<file path="src/rtl/core/spcv_pkg.sv">
`timescale 1ns / 1ps
// Shared types and constants of the tone voice: register map, queue item,
// sequencer states and fixed-point constants. No dependencies.
package spcv_pkg;

   localparam int SINE_TABLE_BITS = 10;
   localparam int INDEX_BITS      = 20;

   localparam int CSR_ADDR_BITS = 5;
   localparam int CSR_DATA_BITS = 32;

   localparam int QUEUE_DEPTH     = 2;
   localparam int QUEUE_PTR_BITS  = $clog2(QUEUE_DEPTH);

   localparam logic [31:0] ONE_Q31 = 32'h8000_0000;

   // Quarter-wave polynomial coefficients, Q1.15
   localparam logic [15:0] SIN_A = 16'd51472;
   localparam logic [15:0] SIN_B = 16'd21024;
   localparam logic [15:0] SIN_C = 16'd2320;

   localparam logic [15:0] AMP_RESET    = 16'd32768;
   localparam logic [15:0] ATTACK_RESET = 16'd176;
   localparam logic [19:0] LENGTH_RESET = 20'd1;

   typedef enum logic {
      OP_TICK,
      OP_RESTART
   } spcv_op_type;

   typedef struct packed {
      logic        valid;
      spcv_op_type op;
   } spcv_item_type;

   typedef enum logic {
      MODE_PARTIAL,
      MODE_CHIRP
   } spcv_mode_type;

   typedef enum logic [2:0] {
      REG_MODE,
      REG_STEP_START,
      REG_STEP_DELTA,
      REG_AMPLITUDE,
      REG_DECAY,
      REG_ATTACK_LEN,
      REG_RAMP_STEP,
      REG_LENGTH
   } spcv_reg_type;

   typedef struct packed {
      spcv_mode_type mode;
      logic [30:0]   phase_step_start;
      logic [24:0]   phase_step_delta;
      logic [15:0]   amplitude;
      logic [31:0]   decay_factor;
      logic [15:0]   attack_len;
      logic [31:0]   ramp_step;
      logic [19:0]   length;
   } spcv_cfg_type;

   typedef enum logic [3:0] {
      ST_IDLE,
      ST_CHECK,
      ST_GAIN,
      ST_ENV,
      ST_Z2,
      ST_C,
      ST_B,
      ST_A,
      ST_SIN,
      ST_G,
      ST_MAG,
      ST_OUT
   } spcv_state_type;

endpackage

</file>
<file path="src/rtl/core/spcv_csr.sv">
`timescale 1ns / 1ps
// Configuration register file of the tone voice, APB-style access.
// Depends on spcv_pkg.
module spcv_csr (
   input  logic                                clock,
   input  logic                                reset,
   input  logic                                csr_psel,
   input  logic                                csr_penable,
   input  logic                                csr_pwrite,
   input  logic [spcv_pkg::CSR_ADDR_BITS-1:0]  csr_paddr,
   input  logic [spcv_pkg::CSR_DATA_BITS-1:0]  csr_pwdata,
   output logic [spcv_pkg::CSR_DATA_BITS-1:0]  csr_prdata,
   output logic                                csr_pready,
   output spcv_pkg::spcv_cfg_type              cfg
);

   spcv_pkg::spcv_cfg_type cfg_ff;
   spcv_pkg::spcv_cfg_type cfg_in;
   spcv_pkg::spcv_reg_type reg_sel;
   logic                   wr_en;

   assign reg_sel    = spcv_pkg::spcv_reg_type'(csr_paddr[spcv_pkg::CSR_ADDR_BITS-1:2]);
   assign csr_pready = 1'b1;
   assign wr_en      = csr_psel && csr_penable && csr_pwrite && csr_pready;
   assign cfg        = cfg_ff;

   always_comb begin
      cfg_in = cfg_ff;
      if (wr_en) begin
         unique case (reg_sel)
            spcv_pkg::REG_MODE:       cfg_in.mode = spcv_pkg::spcv_mode_type'(csr_pwdata[0]);
            spcv_pkg::REG_STEP_START: cfg_in.phase_step_start = csr_pwdata[30:0];
            spcv_pkg::REG_STEP_DELTA: cfg_in.phase_step_delta = csr_pwdata[24:0];
            spcv_pkg::REG_AMPLITUDE:  cfg_in.amplitude = csr_pwdata[15:0];
            spcv_pkg::REG_DECAY:      cfg_in.decay_factor = csr_pwdata[31:0];
            spcv_pkg::REG_ATTACK_LEN: cfg_in.attack_len = csr_pwdata[15:0];
            spcv_pkg::REG_RAMP_STEP:  cfg_in.ramp_step = csr_pwdata[31:0];
            spcv_pkg::REG_LENGTH:     cfg_in.length = csr_pwdata[19:0];
            default:                  cfg_in = cfg_ff;
         endcase
      end
   end

   always_comb begin
      unique case (reg_sel)
         spcv_pkg::REG_MODE:       csr_prdata = 32'(cfg_ff.mode);
         spcv_pkg::REG_STEP_START: csr_prdata = 32'(cfg_ff.phase_step_start);
         spcv_pkg::REG_STEP_DELTA: csr_prdata = 32'(cfg_ff.phase_step_delta);
         spcv_pkg::REG_AMPLITUDE:  csr_prdata = 32'(cfg_ff.amplitude);
         spcv_pkg::REG_DECAY:      csr_prdata = cfg_ff.decay_factor;
         spcv_pkg::REG_ATTACK_LEN: csr_prdata = 32'(cfg_ff.attack_len);
         spcv_pkg::REG_RAMP_STEP:  csr_prdata = cfg_ff.ramp_step;
         spcv_pkg::REG_LENGTH:     csr_prdata = 32'(cfg_ff.length);
         default:                  csr_prdata = '0;
      endcase
   end

   always_ff @(posedge clock) begin
      if (reset) begin
         cfg_ff.mode             <= spcv_pkg::MODE_PARTIAL;
         cfg_ff.phase_step_start <= '0;
         cfg_ff.phase_step_delta <= '0;
         cfg_ff.amplitude        <= spcv_pkg::AMP_RESET;
         cfg_ff.decay_factor     <= spcv_pkg::ONE_Q31;
         cfg_ff.attack_len       <= spcv_pkg::ATTACK_RESET;
         cfg_ff.ramp_step        <= '0;
         cfg_ff.length           <= spcv_pkg::LENGTH_RESET;
      end else begin
         cfg_ff <= cfg_in;
      end
   end

endmodule

</file>
<file path="src/rtl/core/spcv_front.sv">
`timescale 1ns / 1ps
// Front end of the tone voice: takes request beats, classifies them as
// restart or tick and holds them in a short queue. Depends on spcv_pkg.
module spcv_front (
   input  logic                    clock,
   input  logic                    reset,
   input  logic                    req_valid,
   input  logic                    req_restart,
   output logic                    req_stall,
   output spcv_pkg::spcv_item_type head,
   input  logic                    pop
);

   localparam int PB = spcv_pkg::QUEUE_PTR_BITS;

   spcv_pkg::spcv_op_type op_ff [spcv_pkg::QUEUE_DEPTH];
   logic [PB-1:0]         wr_ptr_ff, wr_ptr_in;
   logic [PB-1:0]         rd_ptr_ff, rd_ptr_in;
   logic [PB:0]           count_ff, count_in;
   logic                  push;
   spcv_pkg::spcv_op_type push_op;

   assign req_stall = (count_ff == (PB+1)'(spcv_pkg::QUEUE_DEPTH));
   assign push      = req_valid && !req_stall;
   assign push_op   = req_restart ? spcv_pkg::OP_RESTART : spcv_pkg::OP_TICK;

   assign head.valid = (count_ff != '0);
   assign head.op    = op_ff[rd_ptr_ff];

   always_comb begin
      wr_ptr_in = wr_ptr_ff;
      rd_ptr_in = rd_ptr_ff;
      count_in  = count_ff;
      if (push) begin
         wr_ptr_in = (wr_ptr_ff == PB'(spcv_pkg::QUEUE_DEPTH - 1)) ? '0 : wr_ptr_ff + PB'(1);
      end
      if (pop) begin
         rd_ptr_in = (rd_ptr_ff == PB'(spcv_pkg::QUEUE_DEPTH - 1)) ? '0 : rd_ptr_ff + PB'(1);
      end
      if (push && !pop) begin
         count_in = count_ff + (PB+1)'(1);
      end else if (pop && !push) begin
         count_in = count_ff - (PB+1)'(1);
      end
   end

   always_ff @(posedge clock) begin
      if (push) begin
         op_ff[wr_ptr_ff] <= push_op;
      end
   end

   always_ff @(posedge clock) begin
      if (reset) begin
         wr_ptr_ff <= '0;
         rd_ptr_ff <= '0;
         count_ff  <= '0;
      end else begin
         wr_ptr_ff <= wr_ptr_in;
         rd_ptr_ff <= rd_ptr_in;
         count_ff  <= count_in;
      end
   end

endmodule

</file>
<file path="src/rtl/core/spcv_back.sv">
`timescale 1ns / 1ps
// Back end of the tone voice: sequencer around one shared 32x32 multiplier,
// voice state, sine polynomial, envelope and output register. Depends on spcv_pkg.
module spcv_back #(
   parameter int SINE_TABLE_BITS = spcv_pkg::SINE_TABLE_BITS,
   parameter int INDEX_BITS      = spcv_pkg::INDEX_BITS
) (
   input  logic                    clock,
   input  logic                    reset,
   input  spcv_pkg::spcv_cfg_type  cfg,
   input  spcv_pkg::spcv_item_type head,
   output logic                    pop,
   output logic                    rsp_valid,
   input  logic                    rsp_stall,
   output logic signed [15:0]      rsp_sample,
   output logic                    rsp_active,
   output logic                    rsp_last
);

   localparam int QB       = SINE_TABLE_BITS - 2;
   localparam int ZSHIFT   = 15 - QB;
   localparam int CMP_BITS = (INDEX_BITS > 16) ? INDEX_BITS : 16;

   spcv_pkg::spcv_state_type state_ff, state_in;

   logic [INDEX_BITS-1:0] idx_ff, idx_in;
   logic [31:0] phase_ff, phase_in;
   logic [31:0] step_ff, step_in;
   logic [31:0] env_ff, env_in;
   logic [31:0] ramp_ff, ramp_in;

   logic [31:0] ang_ff, ang_in;
   logic [63:0] p_ff, p_in;
   logic        p_load;
   logic [15:0] z2_ff, z2_in;
   logic [15:0] smag_ff, smag_in;
   logic        sneg_ff, sneg_in;
   logic [15:0] e_ff, e_in;
   logic        pass_ff, pass_in;
   logic        active_ff, active_in;
   logic        last_ff, last_in;
   logic        attack_ff, attack_in;

   logic               rsp_valid_ff, rsp_valid_in;
   logic signed [15:0] rsp_sample_ff, rsp_sample_in;
   logic               rsp_active_ff, rsp_active_in;
   logic               rsp_last_ff, rsp_last_in;

   logic [31:0] mul_a, mul_b;

   // Angle folding into the first quadrant
   logic [SINE_TABLE_BITS-1:0] ang_idx;
   logic [QB:0]                r_fold;
   logic [15:0]                z;

   logic [INDEX_BITS-1:0] len;
   logic [31:0]           gain;
   logic [32:0]           ramp_sum;
   logic [31:0]           ramp_next;
   logic [31:0]           delta_sext;
   logic [48:0]           mag;
   logic signed [15:0]    sample_val;
   logic                  out_free;

   assign ang_idx = ang_ff[31 -: SINE_TABLE_BITS];
   assign r_fold  = ang_idx[SINE_TABLE_BITS-2]
                    ? ((QB+1)'(1) << QB) - {1'b0, ang_idx[QB-1:0]}
                    : {1'b0, ang_idx[QB-1:0]};
   assign z       = 16'(r_fold) << ZSHIFT;

   assign len        = INDEX_BITS'(cfg.length);
   assign gain       = attack_ff ? p_ff[62:31] : env_ff;
   assign ramp_sum   = {1'b0, ramp_ff} + {1'b0, cfg.ramp_step};
   assign ramp_next  = (ramp_sum > {1'b0, spcv_pkg::ONE_Q31}) ? spcv_pkg::ONE_Q31
                                                               : ramp_sum[31:0];
   assign delta_sext = {{7{cfg.phase_step_delta[24]}}, cfg.phase_step_delta};
   assign mag        = p_ff[63:15];
   assign out_free   = !rsp_valid_ff || !rsp_stall;
   assign p_in       = mul_a * mul_b;

   always_comb begin
      if (!active_ff) begin
         sample_val = '0;
      end else if (sneg_ff) begin
         sample_val = (mag >= 49'd32768) ? 16'sh8000 : signed'(16'd0 - mag[15:0]);
      end else begin
         sample_val = (mag >= 49'd32767) ? 16'sh7FFF : signed'(mag[15:0]);
      end
   end

   always_comb begin
      state_in      = state_ff;
      idx_in        = idx_ff;
      phase_in      = phase_ff;
      step_in       = step_ff;
      env_in        = env_ff;
      ramp_in       = ramp_ff;
      ang_in        = ang_ff;
      z2_in         = z2_ff;
      smag_in       = smag_ff;
      sneg_in       = sneg_ff;
      e_in          = e_ff;
      pass_in       = pass_ff;
      active_in     = active_ff;
      last_in       = last_ff;
      attack_in     = attack_ff;
      pop           = 1'b0;
      p_load        = 1'b0;
      mul_a         = '0;
      mul_b         = '0;
      rsp_sample_in = rsp_sample_ff;
      rsp_active_in = rsp_active_ff;
      rsp_last_in   = rsp_last_ff;
      rsp_valid_in  = rsp_valid_ff && rsp_stall;

      unique case (state_ff)
         spcv_pkg::ST_IDLE: begin
            if (head.valid) begin
               pop = 1'b1;
               if (head.op == spcv_pkg::OP_RESTART) begin
                  idx_in   = '0;
                  phase_in = '0;
                  step_in  = {1'b0, cfg.phase_step_start};
                  env_in   = spcv_pkg::ONE_Q31;
                  ramp_in  = '0;
               end
               state_in = spcv_pkg::ST_CHECK;
            end
         end
         spcv_pkg::ST_CHECK: begin
            active_in = (idx_ff < len);
            last_in   = (idx_ff == len - INDEX_BITS'(1));
            attack_in = (CMP_BITS'(idx_ff) < CMP_BITS'(cfg.attack_len));
            pass_in   = 1'b0;
            if (!(idx_ff < len)) begin
               state_in = spcv_pkg::ST_OUT;
            end else if (cfg.mode == spcv_pkg::MODE_PARTIAL) begin
               ang_in   = phase_ff;
               state_in = spcv_pkg::ST_GAIN;
            end else begin
               // Chirp advances phase before the lookup
               phase_in = phase_ff + step_ff;
               ang_in   = phase_ff + step_ff;
               state_in = spcv_pkg::ST_Z2;
            end
         end
         spcv_pkg::ST_GAIN: begin
            p_load   = 1'b1;
            mul_a    = env_ff;
            mul_b    = ramp_ff;
            state_in = spcv_pkg::ST_ENV;
         end
         spcv_pkg::ST_ENV: begin
            e_in     = gain[31:16];
            p_load   = 1'b1;
            mul_a    = env_ff;
            mul_b    = cfg.decay_factor;
            state_in = spcv_pkg::ST_Z2;
         end
         spcv_pkg::ST_Z2: begin
            // Partial mode: the product holds envelope times decay
            if (cfg.mode == spcv_pkg::MODE_PARTIAL) begin
               env_in = (p_ff[63:31] > {1'b0, spcv_pkg::ONE_Q31}) ? spcv_pkg::ONE_Q31
                                                                   : p_ff[62:31];
            end
            p_load   = 1'b1;
            mul_a    = 32'(z);
            mul_b    = 32'(z);
            state_in = spcv_pkg::ST_C;
         end
         spcv_pkg::ST_C: begin
            z2_in    = p_ff[30:15];
            p_load   = 1'b1;
            mul_a    = 32'(spcv_pkg::SIN_C);
            mul_b    = 32'(p_ff[30:15]);
            state_in = spcv_pkg::ST_B;
         end
         spcv_pkg::ST_B: begin
            p_load   = 1'b1;
            mul_a    = 32'(z2_ff);
            mul_b    = 32'(spcv_pkg::SIN_B - p_ff[30:15]);
            state_in = spcv_pkg::ST_A;
         end
         spcv_pkg::ST_A: begin
            p_load   = 1'b1;
            mul_a    = 32'(z);
            mul_b    = 32'(spcv_pkg::SIN_A - p_ff[30:15]);
            state_in = spcv_pkg::ST_SIN;
         end
         spcv_pkg::ST_SIN: begin
            if (!pass_ff) begin
               smag_in = p_ff[30:15];
               sneg_in = ang_ff[31];
               if (cfg.mode == spcv_pkg::MODE_CHIRP) begin
                  // Second pass: half-sine envelope from the ramp
                  pass_in  = 1'b1;
                  ang_in   = ramp_ff;
                  state_in = spcv_pkg::ST_Z2;
               end else begin
                  state_in = spcv_pkg::ST_G;
               end
            end else begin
               e_in     = p_ff[30:15];
               state_in = spcv_pkg::ST_G;
            end
         end
         spcv_pkg::ST_G: begin
            p_load   = 1'b1;
            mul_a    = 32'(cfg.amplitude);
            mul_b    = 32'(e_ff);
            state_in = spcv_pkg::ST_MAG;
         end
         spcv_pkg::ST_MAG: begin
            p_load   = 1'b1;
            mul_a    = p_ff[46:15];
            mul_b    = 32'(smag_ff);
            state_in = spcv_pkg::ST_OUT;
         end
         spcv_pkg::ST_OUT: begin
            if (out_free) begin
               rsp_valid_in  = 1'b1;
               rsp_sample_in = sample_val;
               rsp_active_in = active_ff;
               rsp_last_in   = active_ff && last_ff;
               if (active_ff) begin
                  if (cfg.mode == spcv_pkg::MODE_PARTIAL) begin
                     phase_in = phase_ff + step_ff;
                  end else begin
                     step_in = step_ff + delta_sext;
                  end
                  ramp_in = ramp_next;
                  idx_in  = idx_ff + INDEX_BITS'(1);
               end
               state_in = spcv_pkg::ST_IDLE;
            end
         end
         default: state_in = spcv_pkg::ST_IDLE;
      endcase
   end

   always_ff @(posedge clock) begin
      if (reset) begin
         state_ff     <= spcv_pkg::ST_IDLE;
         rsp_valid_ff <= 1'b0;
         idx_ff       <= INDEX_BITS'(spcv_pkg::LENGTH_RESET);
         phase_ff     <= '0;
         step_ff      <= '0;
         env_ff       <= spcv_pkg::ONE_Q31;
         ramp_ff      <= '0;
      end else begin
         state_ff     <= state_in;
         rsp_valid_ff <= rsp_valid_in;
         idx_ff       <= idx_in;
         phase_ff     <= phase_in;
         step_ff      <= step_in;
         env_ff       <= env_in;
         ramp_ff      <= ramp_in;
      end
   end

   always_ff @(posedge clock) begin
      if (p_load) begin
         p_ff <= p_in;
      end
      ang_ff        <= ang_in;
      z2_ff         <= z2_in;
      smag_ff       <= smag_in;
      sneg_ff       <= sneg_in;
      e_ff          <= e_in;
      pass_ff       <= pass_in;
      active_ff     <= active_in;
      last_ff       <= last_in;
      attack_ff     <= attack_in;
      rsp_sample_ff <= rsp_sample_in;
      rsp_active_ff <= rsp_active_in;
      rsp_last_ff   <= rsp_last_in;
   end

   assign rsp_valid  = rsp_valid_ff;
   assign rsp_sample = rsp_sample_ff;
   assign rsp_active = rsp_active_ff;
   assign rsp_last   = rsp_last_ff;

endmodule

</file>
<file path="src/rtl/core/sine_partial_and_chirp_voice.sv">
`timescale 1ns / 1ps
// Tone voice top level: one 16-bit sample per request beat.
// Partial mode runs the sine polynomial once, chirp mode twice; an inactive tick goes straight to the output.
// The back sequencer handles one beat at a time and runs every product through one shared
// 32x32 multiplier; the front queue holds further beats meanwhile.
// Reset (synchronous, active high): registers to defaults, queue and output empty, voice inactive.
module sine_partial_and_chirp_voice #(
   parameter int SINE_TABLE_BITS = spcv_pkg::SINE_TABLE_BITS,
   parameter int INDEX_BITS      = spcv_pkg::INDEX_BITS
) (
   input  logic                                clock,
   input  logic                                reset,
   // Request channel: one beat is one sample tick
   input  logic                                req_valid,
   output logic                                req_stall,
   input  logic                                req_restart,
   // Result channel
   output logic                                rsp_valid,
   input  logic                                rsp_stall,
   output logic signed [15:0]                  rsp_sample,
   output logic                                rsp_active,
   output logic                                rsp_last,
   // Configuration port
   input  logic                                csr_psel,
   input  logic                                csr_penable,
   input  logic                                csr_pwrite,
   input  logic [spcv_pkg::CSR_ADDR_BITS-1:0]  csr_paddr,
   input  logic [spcv_pkg::CSR_DATA_BITS-1:0]  csr_pwdata,
   output logic [spcv_pkg::CSR_DATA_BITS-1:0]  csr_prdata,
   output logic                                csr_pready
);

   spcv_pkg::spcv_cfg_type  cfg;
   spcv_pkg::spcv_item_type head;
   logic                    back_pop;

   // Register file; the user must hold values stable while a beat is in flight (not enforced here)
   spcv_csr u_csr (
      .clock       (clock),
      .reset       (reset),
      .csr_psel    (csr_psel),
      .csr_penable (csr_penable),
      .csr_pwrite  (csr_pwrite),
      .csr_paddr   (csr_paddr),
      .csr_pwdata  (csr_pwdata),
      .csr_prdata  (csr_prdata),
      .csr_pready  (csr_pready),
      .cfg         (cfg)
   );

   // Front: classify each beat as restart or tick and queue it, so the
   // request side keeps moving while the back end computes, until the queue is full
   spcv_front u_front (
      .clock       (clock),
      .reset       (reset),
      .req_valid   (req_valid),
      .req_restart (req_restart),
      .req_stall   (req_stall),
      .head        (head),
      .pop         (back_pop)
   );

   // Back: pop one item, apply restart, check activity, then step the
   // envelope and sine polynomial through the shared multiplier and
   // hand the saturated sample to the output register
   spcv_back #(
      .SINE_TABLE_BITS (SINE_TABLE_BITS),
      .INDEX_BITS      (INDEX_BITS)
   ) u_back (
      .clock      (clock),
      .reset      (reset),
      .cfg        (cfg),
      .head       (head),
      .pop        (back_pop),
      .rsp_valid  (rsp_valid),
      .rsp_stall  (rsp_stall),
      .rsp_sample (rsp_sample),
      .rsp_active (rsp_active),
      .rsp_last   (rsp_last)
   );

   // An inactive result carries a silent sample and no last flag
   assert property (@(posedge clock) disable iff (reset)
      rsp_valid && !rsp_active |-> rsp_sample == 16'sd0 && !rsp_last)
      else $error("inactive beat carries nonzero sample or last");

   // The last flag only marks a playing sample
   assert property (@(posedge clock) disable iff (reset)
      rsp_valid && rsp_last |-> rsp_active)
      else $error("last flag on inactive beat");

   // The back end never drains an empty queue
   assert property (@(posedge clock) disable iff (reset)
      back_pop |-> head.valid)
      else $error("pop from empty queue");

endmodule
</file>
<file path="config.mk">
export PLATFORM = sky130hd
export DESIGN_NAME = sine_partial_and_chirp_voice
export DESIGN_NICKNAME = d
export VERILOG_FILES = /design/src/rtl/core/spcv_pkg.sv /design/src/rtl/core/spcv_csr.sv /design/src/rtl/core/spcv_front.sv /design/src/rtl/core/spcv_back.sv /design/src/rtl/core/sine_partial_and_chirp_voice.sv
export SDC_FILE = /design/constraint.sdc
export NUM_CORES = 2
export LEC_CHECK = 0
export ABC_AREA = 1
export BUFFER_PORTS_ARGS = -buffer_cell sky130_fd_sc_hd__buf_2
export CAP_MARGIN = 20
export CORE_MARGIN = 2
export CORE_UTILIZATION = 55
export CTS_BUF_LIST = sky130_fd_sc_hd__clkbuf_4 sky130_fd_sc_hd__clkbuf_8
export CTS_CLUSTER_DIAMETER = 80
export DETAILED_ROUTE_END_ITERATION = 7
export HOLD_SLACK_MARGIN = 0.08
export PLACE_DENSITY = 0.74
export SYNTH_ARGS = -nofsm -noshare
export SYNTH_HDL_FRONTEND = slang
export SYNTH_SLANG_ARGS = --single-unit
export TNS_END_PERCENT = 1
</file>
<file path="constraint.sdc">
create_clock -name clock -period 7.7 [get_ports clock]
set_clock_uncertainty 0.15 [all_clocks]
set_input_delay 0.385 -clock clock [delete_from_list [all_inputs] [get_ports clock]]
set_output_delay 0.385 -clock clock [all_outputs]
set_load 0.01 [all_outputs]
</file>
After elaboration in Yosys (flattened, before gate mapping)
Memory sizes are Yosys's and may differ from the RTL's. A register that Yosys moved wholly into a read port is not among the register bits.
Index checks and enable logic that the tools add are counted.
{"block": "word_totals", "regBits": 497, "latchBits": 0, "mem_bits_rw": 2, "rom_bits": 0, "in_bits": 45, "output_inout_bits": 53, "mem_count": 1}
{"name": "u_front.op_ff", "words": 2, "word_bits": 1, "read_ports": 1, "rd_clocked_by_memory_dff": 1, "wr": 1, "line": "spcv_front.sv:16", "text": "spcv_pkg::spcv_op_type op_ff [spcv_pkg::QUEUE_DEPTH];"}
{"block": "classes", "addsub": 13, "mul": 1, "div_mod_pow": 0, "magnitude_cmp": 6, "n_eq_ne": 31, "n_shift": 0, "mux": 65, "bitwise_logic": 1, "reduce_logical": 42}
{"op": "two-way mux 32 bit", "count": 22}
{"op": "one-hot mux 32 bit (8 select lines)", "count": 2}
{"op": "one-hot mux 32 bit (2 select lines)", "count": 4}
{"op": "one-hot mux 32 bit (6 select lines)", "count": 1}
{"op": "one-hot mux 32 bit (3 select lines)", "count": 1}
{"op": "two-way mux 20 bit", "count": 4}
{"op": "> comparator 33 x 32 -> 1 bit, second input constant", "count": 2}
{"op": "adder 32 bit", "count": 2}
{"op": "multiplier 32 x 32 -> 64 bit", "count": 1}
{"op": "two-way mux 16 bit", "count": 4}
{"op": ">= comparator 49 x 15 -> 1 bit, second input constant", "count": 1}
{"op": ">= comparator 49 x 16 -> 1 bit, second input constant", "count": 1}
{"op": "one-hot mux 4 bit (12 select lines)", "count": 1}
{"op": "one-hot mux 20 bit (2 select lines)", "count": 1}
{"op": "adder 32 x 32 -> 33 bit", "count": 1}
{"op": "one-hot mux 16 bit (2 select lines)", "count": 1}
{"op": "AND reduction 2 bit", "count": 12}
{"op": "adder 20 x 1 -> 20 bit, second input constant", "count": 1}
{"op": "equality test 20 bit", "count": 1}
{"op": "less-than comparator 20 x 16 -> 1 bit", "count": 1}
{"op": "less-than comparator 20 bit", "count": 1}
{"op": "two-way mux 4 bit", "count": 5}
{"op": "subtractor 20 x 1 -> 20 bit, second input constant", "count": 1}
{"op": "subtractor 15 x 16 -> 17 bit, first input constant", "count": 1}
{"op": "35 further kinds", "count": 87}

Longest topological paths before layout
{"block": "depth", "ltp_word": 7, "ltp_mapped": 45}

Hierarchy
From an unflattened synthesis, not the netlist that was laid out.
{"block": "hier_totals", "hier_cells": 8811, "hier_area_um2": 64226.6}
{"mod": "spcv_back", "instances": 1, "cells_each": 7657, "area_each_um2": 56326.5}
{"mod": "spcv_csr", "instances": 1, "cells_each": 1116, "area_each_um2": 7587.3}
{"mod": "spcv_front", "instances": 1, "cells_each": 38, "area_each_um2": 312.8}

Worst setup path before layout
No wires, ideal clock.
{"block": "synth_timing", "path_kind": "register to register", "start": "reg u_back.p_ff[16]", "end": "reg u_back.p_ff[51], data pin", "t_arrival_ns": 7.654, "slack_ns": -0.356, "stages_incl_launch_ff": 37, "cell_sequence": "edfxtp_1 inv_1 ha_1 nand3_1 nor2_1 nor2_2 inv_2 a31oi_1 xor2_1 o2111ai_1 clkbuf_1 nand2_1 fa_1 inv_1 fa_1 inv_1 fa_1 fa_1 inv_1 fa_1 fa_1 fa_1 inv_1 fa_1 inv_1 ha_1 a21oi_1 inv_1 a21oi_1 o21a_1 inv_1 a21oi_1 nor2_1 a211oi_1 nand2_1 nand2_1 nand2_1"}
{"block": "synth_via", "elab_chain_cells": 3}
{"element": "start, declared", "line": "spcv_back.sv:33", "text": "logic [63:0] p_ff, p_in;"}
{"element": "start signal, assigned", "line": "spcv_back.sv:263", "text": "p_ff <= p_in;"}
{"element": "subtractor 16 x 16 -> 17 bit / subtractor 15 x 16 -> 17 bit (equally long branches)", "line": "spcv_back.sv:187, spcv_back.sv:181"}
{"element": "one-hot mux 32 bit (8 select lines)", "line": "spcv_back.sv:116", "text": "unique case (state_ff)"}
{"element": "multiplier 32 x 32 -> 64 bit *", "line": "spcv_back.sv:79", "text": "assign p_in = mul_a * mul_b;"}
{"element": "named net u_back.p_in[51]", "line": "spcv_back.sv:33"}
The timed path passes the listed nets; every way through them passes the cells marked *.
A chain may end at the register's enable or synchronous reset.

Worst setup path in the final report
{"block": "layout_timing", "start": "reg u_back.p_ff[16]", "end": "reg u_back.p_ff[53], data pin"}
Same word-level chain as after synthesis.

==> summary.txt <==
Status: finished, violations left
Failing checks: DRC, setup timing
Final ANT Viol Nets: 0
H-tree lvl count: 3
Vias in the first global route: 61700
Drt total wl: 235000 um
Max_cap viols: 0
CP max stage delay: 0.61 ns
Clock-pin slew on the worst setup and hold paths: 0.06 ns
Clk root buf: clkbuf_8
WHS Endpoint: u_csr.cfg[99]$_SDFFE_PP1P_
Global-route wire length before repair: 352000 um
HPWL after DPL: 188000 um
Fin worst setup slack: -0.923 ns
GRT Resource Usage Total: 39.3%
Vias per cell: 5.63
Gpl congestion: 1.02
CTS Buffer Depth: 3
CP startpoint kind: flip-flop
Final period util: 112%
RSZ-0062 raised after global routing: yes
Predominant post-synthesis flop cell: dfxtp_1
Max_slew headroom: 29.4%
Crit Path Max Fanout: 6
# IOs: 98
Core Area: 115000 um^2
Min-delay src: csr_pwdata[31]
Post-route minimum period: 8.62 ns
Largest net degree at the start of global routing: 82
EDFF count, synth: 132
R2r worst-path depth: 42
IO Port Bufs: 94
CP top delay family: adder cells
Non-filler cells, final: 10900
Rows: 124
Via count: 61400
Pins Over Slew Limit: 0
Total die area: 118000 um^2
Setup-failing EPs final: 49
Worst slack, placed: -1.19 ns
Area Overhead vs Synth: 19.8%
Sink Count: 463
Cell count after synthesis: 8610
Final hold violation count: 0
Cts bufs inserted: 85
Die Ht: 344 um
Layout Nets: 10700
Min Hold Slack: 0.247 ns
WS Path Type: reg2reg
Wire per inst: 21.5 um
Most common cell after layout, fill and taps aside: inv_1
Worst hold path depth: 4
Layout Utilization: 66.5%
Crit path DAT: 8.96 ns
Post-Syn Nets: 9948
Synthesized area per cell: 7.38 um^2
Distinct cells, synth: 68
TritonCTS clock tree: done
Slew @ Worst Pin: 1.05 ns
Flop2flop setup slack: -0.92 ns
DRC: 12
End of the worst register-to-register path: u_back.p_ff[53]$_DFFE_PP_
Worst path buffer plus inverter count: 14
Synth Register Bits: 463
Pre-antenna DRT Iters: 8
Starting Density: 55.5%
Synthesis Warnings: 0
Commonest cells after routing, fill and taps aside: inv_1 (1931), nand2_1 (1891), fa_1 (875), buf_4 (733), nor2_1 (647)
Cell Area, Synth: 63500 um^2
PD cells: 137 nW/um^2
P_leak: 39.6 nW
Hold Path Class: in2reg
Critical path capture point type: flip-flop
Post-Place Cells: 10600
Initial drt markers: 5953
Asr flop ratio synth: 0%
Worst Path Required: 8.04 ns
Congestion Overflow GR: 0
Slowest-stage cell, CP: fa_1
Die W: 344 um
Initial antenna violation count: 3
Max VDD drop: 164 uV
Most used cell, CP: fa_1
Worst skew pair latency: 0.76 ns
Peak Freq: 116 MHz
Layout cells sized above 1: 16.3%
Reg2reg start: u_back.p_ff[16]$_DFFE_PP_
Register area share after synthesis: 16.7%
-- report_power, final --
part | internal (mW) | leakage (nW) | total [mW] | switching (mW)
logic | 1.55 | 34.7 | 4.49 | 2.93
registers | 2.90 | 3.91 | 3.22 | 0.316
clock network | 1.49 | 0.997 | 2.71 | 1.21
-- what timing repair did --
| action | in CTS | in global routing |
|---|---|---|
| hold buffers | 38 | 0 |
| endpoints found under the setup margin | 49 | 49 |
| gates resized for setup | 139 | 209 |
| setup buffers | 11 | 37 |
| endpoints found under the hold margin | 184 | 0 |
| gates cloned | 2 | 5 |
| pin swaps | 27 | 85 |
-- worst reg2reg max path: cells and delay by family, from the launching register on --
kind                     cells  cell delay, ns
adder cells (fa/ha/maj)     10            4.38
buffers and inverters       14            1.40
AO/OA/AOI/OAI                9            1.24
AND/OR/NAND/NOR              9            0.80
flip-flops                   1            0.38
-- through the flow --
| stage | power, mW | cell area (um^2) | TNS, ns |
|---|---|---|---|
| 2_1_floorplan | 5.24 | 63700 | -0.861 |
| 5_1_grt | 10.8 | 76100 | -49.74 |
| 3_3_place_gp | 7.32 | 71800 | -41.35 |
| 3_5_place_dp | 7.38 | 71800 | -44.62 |
| 4_1_cts | 10.1 | 74800 | -33.94 |
| 6_report | 10.4 | 76100 | -35.80 |
-- how the worst max path moves through the flow --
stage	slack, ns	startpoint	to	depth (start not counted)
2_1_floorplan	-0.10	u_back.p_ff[15]$_DFFE_PP_	u_back.p_ff[63]$_DFFE_PP_	38
3_3_place_gp	-1.11	u_back.p_ff[15]$_DFFE_PP_	u_back.p_ff[58]$_DFFE_PP_	40
3_5_place_dp	-1.19	u_back.p_ff[15]$_DFFE_PP_	u_back.p_ff[58]$_DFFE_PP_	41
4_1_cts	-0.89	u_back.p_ff[16]$_DFFE_PP_	u_back.p_ff[52]$_DFFE_PP_	40
5_1_grt	-1.22	u_back.p_ff[15]$_DFFE_PP_	u_back.p_ff[53]$_DFFE_PP_	38
6_report	-0.92	u_back.p_ff[16]$_DFFE_PP_	u_back.p_ff[53]$_DFFE_PP_	42
-- metal layers --
layer | wire length, um | global-route usage (%) | up-vias
li1 | - | - | 27800
met1 | 86000 | 47.9 | 29600
met2 | 108000 | 64.4 | 3082
met3 | 20100 | 5.90 | 887
met4 | 20900 | 27.5 | 4
met5 | 32 | 0 | -
-- cell families (layout without fill, tap and decap cells) --
family          count (synthesis)  in the layout  synth area share, %
compound gates               1240           1240                 11.2
fa+ha+maj                    1293           1293                 36.1
simple gates                 3144           3144                 20.3
xor+xnor                      112            112                 1.54
buf+inv                      2357           3133                 14.3
other cells                     1              2              0.00590
flops                         463            463                 16.7
-- registers in the layout, indices dropped and copies added, names as in the netlist, 2 cells and up, named ones only --
register,cells
u_back.p_ff,49
u_csr.cfg,173
u_front.count_ff,2
u_back.state_ff,4
u_front.op_ff,2
u_back.idx_ff,20
u_back.env_ff,32
u_back.ramp_ff,32
u_back.e_ff,16
u_back.ang_ff,10
u_back.smag_ff,16
u_back.z2_ff,16
u_back.step_ff,32
u_back.phase_ff,32
u_back.rsp_sample,16
-- synthesized netlist by cell type (all sizes together) (3+ instances only) --
cell	instances	area (um^2)
a211oi	21	158
a21boi	8	60.1
a21o	20	150
a21oi	501	2520
a221oi	31	284
a22o	10	87.6
a22oi	20	150
a31oi	28	181
and2	6	37.5
and3	4	25.0
buf	142	759
clkbuf	216	811
dfxtp	331	6630
edfxtp	132	3960
fa	898	18000
ha	395	4940
inv	1997	7500
nand2	1943	7360
nand3	274	1410
nand3b	18	135
nand4	54	353
nor2	726	2830
nor3	77	420
nor3b	6	50.1
nor4	19	144
o2111ai	23	201
o211ai	43	343
o21a	21	158
o21ai	438	2210
o21bai	11	82.6
o221ai	17	161
o22ai	34	219
o311ai	3	33.8
o31ai	6	45.0
or2	16	100
xnor2	32	280
xor2	80	701
-- area by class of cell --
cell class | instances | area, um^2
flip-flops and latches | 463 | 10600
well taps | 1512 | 1890
clock buffers | 124 | 1580
inverters | 1999 | 7510
fillers | 9795 | 38400
multi-input cells | 5790 | 45600
diodes | 1 | 2.50
clock inverters | 28 | 310
repair buffers | 982 | 8680
Power figures use the tool's default switching activity.
